**config.mk**
```make
export PLATFORM = sky130hd
export DESIGN_NAME = priority_message_queue_core
export DESIGN_NICKNAME = d
export VERILOG_FILES = /design/src/hdl/pmq_pkg.sv /design/src/hdl/pmq_store.sv /design/src/hdl/pmq_ctrl.sv /design/src/hdl/priority_message_queue_core.sv
export SDC_FILE = /design/constraint.sdc
export NUM_CORES = 2
export LEC_CHECK = 0
export BUFFER_PORTS_ARGS = -buffer_cell sky130_fd_sc_hd__buf_2
export CORE_ASPECT_RATIO = 1.25
export CORE_MARGIN = 3
export CORE_UTILIZATION = 56
export DETAILED_ROUTE_END_ITERATION = 7
export PLACE_DENSITY = 0.76
export SYNTH_ARGS = -nofsm -noshare
export SYNTH_HDL_FRONTEND = slang
export SYNTH_HIERARCHICAL = 1
export SYNTH_SLANG_ARGS = --single-unit
```
**constraint.sdc**
```tcl
create_clock -name i_clk -period 6.8 [get_ports i_clk]
set_input_delay 1.36 -clock i_clk [delete_from_list [all_inputs] [get_ports i_clk]]
set_output_delay 1.36 -clock i_clk [all_outputs]
set_load 0.01 [all_outputs]
```
**src/hdl/pmq_pkg.sv**
```systemverilog
// ----------------------------------------------------------------------------
// pmq_pkg
// Shared types and constants of the priority message queue: transaction
// payloads, queue entry layout, configuration set and status codes.
// ----------------------------------------------------------------------------
package pmq_pkg;

    // field widths
    localparam int PRIO_W       = 15;
    localparam int LEN_W        = 16;
    localparam int TAG_W        = 32;
    localparam int STATUS_W     = 3;
    localparam int COUNT_W      = 5;
    localparam int CFG_MAXMSG_W = 5;
    localparam int CFG_DATA_W   = 16;
    localparam int CFG_INDEX_W  = 1;

    // default queue depth
    localparam int DEFAULT_CAPACITY = 16;

    // configuration register indexes and reset values
    localparam logic [CFG_INDEX_W-1:0]  REG_MAX_MESSAGES     = 1'd0;
    localparam logic [CFG_INDEX_W-1:0]  REG_MAX_MESSAGE_SIZE = 1'd1;
    localparam logic [CFG_MAXMSG_W-1:0] RST_MAX_MESSAGES     = 5'd10;
    localparam logic [LEN_W-1:0]        RST_MAX_MESSAGE_SIZE = 16'd1024;

    // operation codes
    localparam logic FUNC_SEND    = 1'b0;
    localparam logic FUNC_RECEIVE = 1'b1;

    // status codes
    localparam logic [STATUS_W-1:0] ST_OK       = 3'd0;
    localparam logic [STATUS_W-1:0] ST_TOO_LONG = 3'd1;
    localparam logic [STATUS_W-1:0] ST_FULL     = 3'd2;
    localparam logic [STATUS_W-1:0] ST_SMALL    = 3'd3;
    localparam logic [STATUS_W-1:0] ST_EMPTY    = 3'd4;

    // input transaction
    typedef struct packed {
        logic              func;
        logic [PRIO_W-1:0] priority_req;
        logic [LEN_W-1:0]  length;
        logic [TAG_W-1:0]  message_tag;
    } t_in_item;

    // output transaction
    typedef struct packed {
        logic [STATUS_W-1:0] status;
        logic [TAG_W-1:0]    out_tag;
        logic [LEN_W-1:0]    out_length;
        logic [PRIO_W-1:0]   out_priority;
        logic [COUNT_W-1:0]  message_count;
    } t_out_item;

    // one held message
    typedef struct packed {
        logic [PRIO_W-1:0] prio;
        logic [LEN_W-1:0]  length;
        logic [TAG_W-1:0]  tag;
    } t_entry;

    // live configuration
    typedef struct packed {
        logic [CFG_MAXMSG_W-1:0] max_messages;
        logic [LEN_W-1:0]        max_message_size;
    } t_cfg;

endpackage

```
**src/hdl/pmq_store.sv**
```systemverilog
// ----------------------------------------------------------------------------
// pmq_store
// Entry memory of the queue: one write port and one read port with a
// registered read, index 0 holds the head message.
// ----------------------------------------------------------------------------
module pmq_store
    import pmq_pkg::*;
#(
    parameter int CAPACITY = DEFAULT_CAPACITY
) (
    input  logic                        i_clk,
    input  logic                        i_we,
    input  logic [$clog2(CAPACITY)-1:0] i_waddr,
    input  t_entry                      i_wdata,
    input  logic [$clog2(CAPACITY)-1:0] i_raddr,
    output t_entry                      o_rdata
);

    t_entry r_mem [CAPACITY];
    t_entry r_rdata;

    // write port
    always_ff @(posedge i_clk) begin
        if (i_we) begin
            r_mem[i_waddr] <= i_wdata;
        end
    end

    // registered read port
    always_ff @(posedge i_clk) begin
        r_rdata <= r_mem[i_raddr];
    end

    assign o_rdata = r_rdata;

endmodule

```
**src/hdl/pmq_ctrl.sv**
```systemverilog
// ----------------------------------------------------------------------------
// pmq_ctrl
// Sequencer of the queue: limit checks, insertion scan from the tail with
// one priority compare per step, head removal with one move per step,
// and the output register.
// ----------------------------------------------------------------------------
module pmq_ctrl
    import pmq_pkg::*;
#(
    parameter int CAPACITY = DEFAULT_CAPACITY
) (
    input  logic                        i_clk,
    input  logic                        i_rst_n,
    input  t_cfg                        i_cfg,
    // input channel
    input  logic                        i_in_valid,
    output logic                        o_in_stall,
    input  t_in_item                    i_in_data,
    // output channel
    output logic                        o_out_valid,
    input  logic                        i_out_stall,
    output t_out_item                   o_out_data,
    // entry memory
    output logic                        o_mem_we,
    output logic [$clog2(CAPACITY)-1:0] o_mem_waddr,
    output t_entry                      o_mem_wdata,
    output logic [$clog2(CAPACITY)-1:0] o_mem_raddr,
    input  t_entry                      i_mem_rdata
);

    localparam int AW   = $clog2(CAPACITY);
    localparam int CW   = $clog2(CAPACITY + 1);
    localparam int CMPW = (CW > CFG_MAXMSG_W) ? CW : CFG_MAXMSG_W;

    // sequencer states
    localparam logic [2:0] S_IDLE  = 3'd0;
    localparam logic [2:0] S_CHECK = 3'd1;
    localparam logic [2:0] S_SCAN  = 3'd2;
    localparam logic [2:0] S_SCMP  = 3'd3;
    localparam logic [2:0] S_RHEAD = 3'd4;
    localparam logic [2:0] S_RREAD = 3'd5;
    localparam logic [2:0] S_RMOVE = 3'd6;
    localparam logic [2:0] S_FIN   = 3'd7;

    logic [2:0]          r_state, n_state;
    logic [CW-1:0]       r_held, n_held;
    logic [CW-1:0]       r_k, n_k;
    t_in_item            r_item, n_item;
    logic [STATUS_W-1:0] r_status, n_status;
    t_entry              r_res, n_res;
    logic                r_out_valid, n_out_valid;
    t_out_item           r_out, n_out;

    logic [CW-1:0]       w_km1;
    logic                w_full;
    t_entry              w_new;

    assign w_km1  = r_k - CW'(1);
    assign w_full = (CMPW'(r_held) >= CMPW'(i_cfg.max_messages)) ||
                    (r_held == CW'(CAPACITY));
    assign w_new  = '{prio: r_item.priority_req, length: r_item.length,
                      tag: r_item.message_tag};

    // next state and memory port control
    always_comb begin
        n_state     = r_state;
        n_held      = r_held;
        n_k         = r_k;
        n_item      = r_item;
        n_status    = r_status;
        n_res       = r_res;
        n_out_valid = r_out_valid;
        n_out       = r_out;
        o_mem_we    = 1'b0;
        o_mem_waddr = '0;
        o_mem_wdata = w_new;
        o_mem_raddr = '0;

        // output transaction taken
        if (r_out_valid && !i_out_stall) begin
            n_out_valid = 1'b0;
        end

        case (r_state)
            S_IDLE: begin
                if (i_in_valid) begin
                    n_item  = i_in_data;
                    n_state = S_CHECK;
                end
            end
            // limit checks, head read issued for a receive
            S_CHECK: begin
                n_res = '0;
                if (r_item.func == FUNC_SEND) begin
                    if (r_item.length > i_cfg.max_message_size) begin
                        n_status = ST_TOO_LONG;
                        n_state  = S_FIN;
                    end else if (w_full) begin
                        n_status = ST_FULL;
                        n_state  = S_FIN;
                    end else begin
                        n_status = ST_OK;
                        n_k      = r_held;
                        n_state  = S_SCAN;
                    end
                end else begin
                    if (r_item.length < i_cfg.max_message_size) begin
                        n_status = ST_SMALL;
                        n_state  = S_FIN;
                    end else if (r_held == '0) begin
                        n_status = ST_EMPTY;
                        n_state  = S_FIN;
                    end else begin
                        n_status = ST_OK;
                        n_state  = S_RHEAD;
                    end
                end
            end
            // insertion: read the entry in front of the hole, or write the new one at the head
            S_SCAN: begin
                if (r_k == '0) begin
                    o_mem_we    = 1'b1;
                    o_mem_waddr = '0;
                    n_held      = r_held + CW'(1);
                    n_state     = S_FIN;
                end else begin
                    o_mem_raddr = w_km1[AW-1:0];
                    n_state     = S_SCMP;
                end
            end
            // insertion: lower priority moves back, otherwise drop in the new one
            S_SCMP: begin
                o_mem_we    = 1'b1;
                o_mem_waddr = r_k[AW-1:0];
                if (i_mem_rdata.prio < r_item.priority_req) begin
                    o_mem_wdata = i_mem_rdata;
                    n_k         = w_km1;
                    n_state     = S_SCAN;
                end else begin
                    n_held  = r_held + CW'(1);
                    n_state = S_FIN;
                end
            end
            // removal: capture the head
            S_RHEAD: begin
                n_res   = i_mem_rdata;
                n_k     = CW'(1);
                n_state = S_RREAD;
            end
            S_RREAD: begin
                if (r_k >= r_held) begin
                    n_held  = r_held - CW'(1);
                    n_state = S_FIN;
                end else begin
                    o_mem_raddr = r_k[AW-1:0];
                    n_state     = S_RMOVE;
                end
            end
            // removal: move one entry towards the head
            S_RMOVE: begin
                o_mem_we    = 1'b1;
                o_mem_waddr = w_km1[AW-1:0];
                o_mem_wdata = i_mem_rdata;
                n_k         = r_k + CW'(1);
                n_state     = S_RREAD;
            end
            // hand the result to the output register once it is free
            S_FIN: begin
                if (!r_out_valid || !i_out_stall) begin
                    n_out_valid = 1'b1;
                    n_out       = '{status: r_status, out_tag: r_res.tag,
                                    out_length: r_res.length,
                                    out_priority: r_res.prio,
                                    message_count: COUNT_W'(r_held)};
                    n_state     = S_IDLE;
                end
            end
            default: begin
                n_state = S_IDLE;
            end
        endcase
    end

    // control registers
    always_ff @(posedge i_clk) begin
        if (!i_rst_n) begin
            r_state     <= S_IDLE;
            r_held      <= '0;
            r_out_valid <= 1'b0;
        end else begin
            r_state     <= n_state;
            r_held      <= n_held;
            r_out_valid <= n_out_valid;
        end
    end

    // payload registers
    always_ff @(posedge i_clk) begin
        r_k      <= n_k;
        r_item   <= n_item;
        r_status <= n_status;
        r_res    <= n_res;
        r_out    <= n_out;
    end

    assign o_in_stall  = (r_state != S_IDLE);
    assign o_out_valid = r_out_valid;
    assign o_out_data  = r_out;

    // an accepted transaction holds off the next one
    assert property (@(posedge i_clk) disable iff (!i_rst_n)
        i_in_valid && !o_in_stall |=> o_in_stall)
        else $error("pmq_ctrl: input taken twice in a row");

    // held count only moves on the way into the finish state
    assert property (@(posedge i_clk) disable iff (!i_rst_n)
        r_held != $past(r_held) |-> r_state == S_FIN)
        else $error("pmq_ctrl: held count changed outside completion");

    // held count stays within the memory
    assert property (@(posedge i_clk) disable iff (!i_rst_n)
        r_held <= CW'(CAPACITY))
        else $error("pmq_ctrl: held count beyond capacity");

    // memory writes only happen in the insertion and removal steps
    assert property (@(posedge i_clk) disable iff (!i_rst_n)
        o_mem_we |-> r_state == S_SCAN || r_state == S_SCMP || r_state == S_RMOVE)
        else $error("pmq_ctrl: memory write outside a shift step");

    // failed transactions report no message
    assert property (@(posedge i_clk) disable iff (!i_rst_n)
        o_out_valid && o_out_data.status != ST_OK |->
            o_out_data.out_tag == '0 && o_out_data.out_length == '0)
        else $error("pmq_ctrl: failed transaction carries message fields");

endmodule

```
**src/hdl/priority_message_queue_core.sv**
```systemverilog
// ----------------------------------------------------------------------------
// priority_message_queue_core
// Bounded message queue kept in priority order, highest first, with equal
// priorities leaving in arrival order.
//
// Input channel (i_in_valid / o_in_stall / i_in_data): a send carries a
// priority, a length and a tag; a receive carries the buffer size in the
// length field. Output channel (o_out_valid / i_out_stall / o_out_data):
// one result per transaction with status, the received message and the
// number of messages held afterwards.
// One transaction is in flight at a time; o_in_stall is high until its
// result sits in the output register. A failed check goes straight to the
// finish state. A send scans from the tail, moving each held message of
// lower priority back by one before the new message is written; a receive
// captures the head and moves each remaining message one place towards it.
// Each moved message costs one read and one write of the entry memory.
// A result waiting on i_out_stall does not block the next transaction,
// which finishes into the output register once it is taken.
// Reset empties the queue and restores max_messages to 10 and
// max_message_size to 1024; configuration is written through i_cfg_we.
// ----------------------------------------------------------------------------
module priority_message_queue_core
    import pmq_pkg::*;
#(
    parameter int CAPACITY = DEFAULT_CAPACITY
) (
    input  logic                   i_clk,
    input  logic                   i_rst_n,
    // configuration
    input  logic                   i_cfg_we,
    input  logic [CFG_INDEX_W-1:0] i_cfg_index,
    input  logic [CFG_DATA_W-1:0]  i_cfg_data,
    // input channel
    input  logic                   i_in_valid,
    output logic                   o_in_stall,
    input  t_in_item               i_in_data,
    // output channel
    output logic                   o_out_valid,
    input  logic                   i_out_stall,
    output t_out_item              o_out_data
);

    localparam int AW = $clog2(CAPACITY);

    t_cfg          r_cfg;
    logic          w_mem_we;
    logic [AW-1:0] w_mem_waddr;
    logic [AW-1:0] w_mem_raddr;
    t_entry        w_mem_wdata;
    t_entry        w_mem_rdata;

    // configuration registers
    always_ff @(posedge i_clk) begin
        if (!i_rst_n) begin
            r_cfg.max_messages     <= RST_MAX_MESSAGES;
            r_cfg.max_message_size <= RST_MAX_MESSAGE_SIZE;
        end else if (i_cfg_we) begin
            case (i_cfg_index)
                REG_MAX_MESSAGES:     r_cfg.max_messages     <= i_cfg_data[CFG_MAXMSG_W-1:0];
                REG_MAX_MESSAGE_SIZE: r_cfg.max_message_size <= i_cfg_data[LEN_W-1:0];
                default: begin
                end
            endcase
        end
    end

    // sequencer
    pmq_ctrl #(
        .CAPACITY (CAPACITY)
    ) u_ctrl (
        .i_clk       (i_clk),
        .i_rst_n     (i_rst_n),
        .i_cfg       (r_cfg),
        .i_in_valid  (i_in_valid),
        .o_in_stall  (o_in_stall),
        .i_in_data   (i_in_data),
        .o_out_valid (o_out_valid),
        .i_out_stall (i_out_stall),
        .o_out_data  (o_out_data),
        .o_mem_we    (w_mem_we),
        .o_mem_waddr (w_mem_waddr),
        .o_mem_wdata (w_mem_wdata),
        .o_mem_raddr (w_mem_raddr),
        .i_mem_rdata (w_mem_rdata)
    );

    // entry memory
    pmq_store #(
        .CAPACITY (CAPACITY)
    ) u_store (
        .i_clk   (i_clk),
        .i_we    (w_mem_we),
        .i_waddr (w_mem_waddr),
        .i_wdata (w_mem_wdata),
        .i_raddr (w_mem_raddr),
        .o_rdata (w_mem_rdata)
    );

endmodule

```
# ---- Word-level counts from Yosys, hierarchy flattened
# Memories as Yosys holds them, arrays and structs flattened. A register that Yosys moved wholly into a read port is not among the register bits.
# Cells that the tools add are included.
# W data, S select, Z words.
dict set report word_totals {
  out_inout_bits 73
  reg_bits 236
  ram_bits 1008
  mem_count 1
  wordCells 107
}
# name words word_bits rd rd_ports_with_merged_regs wr line_no
set mem_list {}
lappend mem_list {u_store.r_mem 16 63 1 1 1 pmq_store.sv:19} ;# t_entry r_mem [CAPACITY];
dict set report op_classes {
  n_lt_le_gt_ge 5
  muxes 39
  n_eq_ne 17
  n_bitwise 1
  add_sub_neg 4
  reduce_logical 21
}
# cell count
set op_table {}
lappend op_table {{$pmux W63 S2} 2}
lappend op_table {{$mux W63} 1}
lappend op_table {{$mux W3} 12}
lappend op_table {{$mux W5} 7}
lappend op_table {{$pmux W3 S7} 1}
lappend op_table {{$pmux W5 S4} 1}
lappend op_table {{$gt A16 B16 Y1} 1}
lappend op_table {{$lt A16 B16 Y1} 1}
lappend op_table {{$pmux W4 S2} 2}
lappend op_table {{$lt A15 B15 Y1} 1}
lappend op_table {{$pmux W5 S3} 1}
lappend op_table {{$eq A3 B3 Y1 const B} 4}
lappend op_table {{$add A5 B1 Y5 const B} 2}
lappend op_table {{$ge A5 B5 Y1} 2}
lappend op_table {{$logic_not A5 Y1} 2}
lappend op_table {{$ne A2 B2 Y1 const B} 5}
lappend op_table {{$reduce_and A2 Y1} 5}
lappend op_table {{$sub A5 B1 Y5 const B} 2}
lappend op_table {{$mux W4} 2}
lappend op_table {{$ne A2 B1 Y1 const B} 4}
lappend op_table {{$mux W1} 7}
lappend op_table {{$eq A3 B2 Y1 const B} 2}
lappend op_table {{$reduce_bool A3 Y1} 2}
lappend op_table {{$eq A5 B5 Y1 const B} 1}
lappend op_table {{13 further kinds} 17}

# ---- Logic depth before layout (Yosys ltp)
dict set report logic_depth {
  ltp_word 6
  ltp_mapped 15
}

# ---- Modules after synthesis
# Netlist, hierarchy kept.
# module area_each_um2 cells_per_inst seq_area_each_um2 n_inst
set modules_own_cells {}
lappend modules_own_cells {pmq_store 38989.9 1622 31530.2 1}
lappend modules_own_cells {pmq_ctrl 9766.9 665 6366.1 1}
lappend modules_own_cells {priority_message_queue_core 828.3 93 420.4 1}

# ---- Worst setup path before layout
# OpenSTA, ideal clock, no wires.
dict set report synth_path {
  path_kind {flip-flop to flip-flop}
  from {reg u_ctrl.r_k[0]}
  to {mem u_store/r_mem[0][0] (netlist name), enable pin}
  period_less_slack_ns 6.874
  slack_ns -0.074
  t_arrival_ns 6.312
  setup_time_ns 0.561
  n_path_buf 1
  stages_incl_launch_ff 9
  cell_sequence {edfxtp_1 clkbuf_1 inv_1 ha_1 nor4b_1 nor3_1 nor2_1 or3b_2 nor3_1}
}
dict set report synth_via {
  elab_chain_len 5
}
# item line_no
set synth_rtl {}
lappend synth_rtl {{start: declaration} pmq_ctrl.sv:47} ;# logic [CW-1:0] r_k, n_k;
lappend synth_rtl {{start signal: assignment} pmq_ctrl.sv:199} ;# r_k <= n_k;
lappend synth_rtl {{$logic_not A5 Y1} pmq_ctrl.sv:121} ;# if (r_k == '0) begin
lappend synth_rtl {{$mux W1} pmq_ctrl.sv:121}
lappend synth_rtl {{$pmux W1 S2} pmq_ctrl.sv:84} ;# case (r_state)
lappend synth_rtl {{net w_mem_we} priority_message_queue_core.sv:46} ;# logic w_mem_we;
lappend synth_rtl {{$mux W1} pmq_store.sv:24} ;# if (i_we) begin
lappend synth_rtl {{$mux W1 (implied by the code)} pmq_store.sv:25} ;# r_mem[i_waddr] <= i_wdata;
lappend synth_rtl {{end: declaration} pmq_store.sv:19}
# The timed path passes the listed nets, and every way through them passes these cells.

# ---- Worst setup path after layout
dict set report layout_path {
  from {reg u_ctrl.r_state[1]}
  to {mem u_store/r_mem[7][9] (netlist name), enable pin}
}
# item line_no
set layout_lines {}
lappend layout_lines {{start: declaration} pmq_ctrl.sv:45} ;# logic [2:0] r_state, n_state;
lappend layout_lines {{start signal: assignment} pmq_ctrl.sv:191} ;# r_state <= n_state;
lappend layout_lines {{$eq A3 B3 Y1 or $eq A3 B2 Y1 (tied branches)} pmq_ctrl.sv:84}
lappend layout_lines {{$pmux W4 S2 *} pmq_ctrl.sv:84}
lappend layout_lines {{net w_mem_waddr[0]} priority_message_queue_core.sv:47} ;# logic [AW-1:0] w_mem_waddr;
# The timed path passes the listed nets; every way through them passes the cells marked *.

==> results_dict.tcl <==
set metrics [dict create \
    outcome "completed" \
    die_area_um2 92200 \
    syn_nets 2513 \
    synth-xor-area-share_pct 0.0883 \
    ys_ff_latch 1307 \
    cts_tree "done" \
    finalCritPeriodShare_pct 67.3 \
    cts.sinks 1307 \
    hold_violations 0 \
    synth_top_family_by_area "multiplexers" \
    grt_overflow 0 \
    cp.arrival_ps 4940 \
    p_int_mw 15.9 \
    irDropWorstVdd_mv 0.337 \
    nets 2716 \
    whs_ps 398 \
    avgRoutedWirePerCell_um 28.5 \
    required_ps 7170 \
    core_um2 87500 \
    hold_buffers 0 \
    insertion_delay_ps 700 \
    hold_path.startpoint "u_ctrl/r_res[31]" \
    grt_max_degree 177 \
    pin_count 159 \
    crit_path_start_kind "flip-flop" \
    fin_cells 3849 \
    clock_skew_ps 27.6 \
    slew_headroom_pct 12.1 \
    synth.avg_cell_area_um2 20.8 \
    drive_above_1_share_pct 27.1 \
    drt_pre_antenna_iters 6 \
    synthArstFlopShare_pct 0 \
    initial_utilization_pct 56.7 \
    p_per_area_nw_per_um2 392 \
    pwr-share-comb_pct 20.4 \
    die_y_um 339 \
    post_drt_via_cell_ratio 6.34 \
    fmax_ghz 0.219 \
    clockRootBuffer "clkbuf_16" \
    switchingPower_mw 5.98 \
    tns_ps 0 \
    diodes 0 \
    endpoint_kind "flip-flop" \
    drv_slew 0 \
    nFillCells 5803 \
    synth-edff-count 1214 \
    totalPowerFinal_mw 21.8 \
    pwr-share-clk_pct 30.3 \
    post_cts_buffers 0 \
    p_leak_nw 17.9 \
    vias 24400 \
    whs_path_depth 0 \
    die_w_um 272 \
    synth_area_um2 49600 \
    worstPathMaxFanout 24 \
    dpl.hpwl_mm 54.9 \
    ff2ff_setup_slack_ps 2220 \
    hold_path_class "flip-flop to flip-flop" \
    power_frac_seq_pct 49.3 \
    area_growth_pct 12.3 \
    drtAntennaViolNets 0 \
    h-tree-depth 3 \
    synthMuxAreaShare_pct 13.0 \
    drc 0 \
    utilization_pct 63.6 \
    holdPathEnd "u_ctrl/o_out_data[67]" \
    tightest_slew_ps 1320 \
    cts_inserted_buffers 117 \
    yosys.area_share.simple_pct 2.79 \
    fin_crit_ps 4580 \
    io_buffers 158 \
    cap_violations 0 \
    r2r_cells 6 \
    placed_cell_area_um2 51800 \
    rsz0062_at_grt "no" \
    gp_congestion 0.837 \
    syn_inst 2380 \
    place_inst 3632 \
    setup_ws_ps 2220 \
    dp_slack_ps 2320 \
    ys_warn_count 6 \
    clk_pin_slew_worst_paths_ps 60 \
    setup_violations 0 \
    synth.distinct_cells 72 \
    synth_compound_area_share_pct 3.77 \
    r2r-start "u_ctrl/r_state[1]" \
    grt_pass1_wl_mm 164 \
    drt_wl_total_mm 110 \
    drt-initial-drc-count 2822 \
    final_area_um2 55700 \
    grtUsageTotal_pct 24.0 \
    grt_antenna_before_repair 0 \
    grt_pass1_vias 25600 \
    num_rows 121 \
    swShare_pct 27.4 \
    clock_path_buffers 3 \
    ys.flop_type "edfxtp_1" \
    yosysSeqAreaShare_pct 77.3 \
    critPathKind "flip-flop to flip-flop" \
    reg2reg_to "u_store/r_mem[7][9]" \
    ctsResizeCount 0 \
    synth_fa_ha_area_share_pct 1.20 \
]
==> worst max-delay path by stage <==
stage / startpoint / endpoint / slack [ps] / depth (start not counted)
2_1_floorplan: u_ctrl/r_k[0] / u_store/r_mem[12][0] / 260 / 8
3_5_place_dp: u_ctrl/r_state[1] / u_store/r_mem[7][9] / 2320 / 6
5_1_grt: u_ctrl/r_state[1] / u_store/r_mem[7][9] / 1960 / 6
4_1_cts: u_ctrl/r_state[1] / u_store/r_mem[7][9] / 2290 / 6
6_report: u_ctrl/r_state[1] / u_store/r_mem[7][9] / 2220 / 6
3_3_place_gp: u_ctrl/r_state[1] / u_store/r_mem[7][9] / 2540 / 6
==> per-layer routing <==
layer	routed length, µm	vias to the layer above	track usage (%)
li1	-	10100	-
met1	42000	12600	33.1
met2	54600	1376	39.5
met3	9590	247	4.07
met4	3520	0	8.35
met5	0	-	0
==> final cells by class <==
cell class | count | area, µm² | area share (%)
clock buffer | 139 | 3110 | 5.59
clock inverter | 78 | 766 | 1.37
inverter | 48 | 180 | 0.324
multi-input combinational | 904 | 10500 | 18.9
sequential | 1307 | 38300 | 68.8
tap | 1168 | 1460 | 2.62
timing repair buffer | 205 | 1310 | 2.35
==> cells in the mapped netlist, drive strengths merged, types with 2 or more instances <==
| cell | n | area (µm²) |
|---|---|---|
| a211oi | 4 | 30.0 |
| o21ai | 66 | 330 |
| nand4 | 16 | 100 |
| xnor2 | 4 | 35.0 |
| mux4 | 252 | 5680 |
| mux2i | 8 | 80.1 |
| a22oi | 128 | 961 |
| nor3b | 3 | 22.5 |
| buf | 57 | 489 |
| o31ai | 4 | 30.0 |
| nand3 | 7 | 35.0 |
| or2 | 3 | 18.8 |
| nand3b | 5 | 37.5 |
| inv | 48 | 180 |
| a221oi | 3 | 26.3 |
| a311oi | 2 | 17.5 |
| nand2b | 5 | 31.3 |
| and2 | 67 | 423 |
| or3 | 2 | 12.5 |
| nor2 | 27 | 104 |
| a21o | 6 | 45.0 |
| a221o | 2 | 20.0 |
| a21oi | 29 | 156 |
| dfxtp | 93 | 1860 |
| ha | 46 | 576 |
| a21boi | 2 | 18.8 |
| o311ai | 2 | 17.5 |
| nand2 | 113 | 440 |
| mux2 | 48 | 709 |
| clkbuf | 64 | 241 |
| a22o | 2 | 17.5 |
| nor3 | 10 | 50.1 |
| o211ai | 6 | 58.8 |
| o22ai | 4 | 25.0 |
| o21a | 3 | 22.5 |
| and3 | 2 | 17.5 |
| or3b | 2 | 17.5 |
| edfxtp | 1214 | 36500 |
| nor2b | 7 | 43.8 |
==> power groups by stage <==
stage          logic, mW  registers (mW)  clock network (mW)
2_1_floorplan       3.28            10.7                   0
3_3_place_gp        4.25            10.9                   0
3_5_place_dp        4.42            10.9                   0
4_1_cts             4.48            10.8                6.72
5_1_grt             4.84            10.8                7.03
6_report            4.46            10.8                6.62
==> critical path, stage by stage, from the launching register on <==
cell and delay (ps):
dfxtp_1 650, nor2b_1 490, nand2_1 230, o21ai_0 930, nand2_1 500, nor2_4 980, buf_4 440
==> kinds of logic after synthesis <==
| kind of cell | after synthesis |
|---|---|
| simple gates | 273 |
| xor+xnor | 5 |
| buf+inv | 169 |
| compound gates | 271 |
| flops | 1307 |
| mux | 308 |
| fa+ha+maj | 47 |
==> cells in the final DEF (no fill, tap or decap), types with 5 or more instances in the layout <==
cell        count
clkbuf_16     120
nand3b_1        5
mux2i_1         8
edfxtp_1     1214
inv_1          48
inv_6           6
nor2_1         12
o21ai_1         9
nand4_1        16
nand2b_1        5
nor2b_1         5
clkinv_1       20
clkinv_2       28
clkinvlp_4      6
mux4_2        252
a21oi_1        27
clkbuf_1       15
a21o_1          6
dfxtp_1        93
a22oi_1       128
buf_2         158
nand2_1       112
mux2_4         45
nor3_1          6
buf_12         13
bufinv_16      13
ha_1           46
buf_4          34
o21ai_0        55
and2_1         63
nor2_4         14
nand3_1         7
o211ai_1        5
==> sequential cells by signal, indices dropped and copies added, names as in the netlist <==
register / count
u_ctrl/o_out_valid: 1
r_cfg: 21
u_store/r_mem: 1008
u_ctrl/r_res: 63
u_ctrl/o_out_data: 71
u_ctrl/r_k: 5
u_ctrl/r_status: 3
u_store/o_rdata: 63
u_ctrl/r_state: 3
u_ctrl/r_held: 5
u_ctrl/r_item: 64
Power figures use the tool's default switching activity.
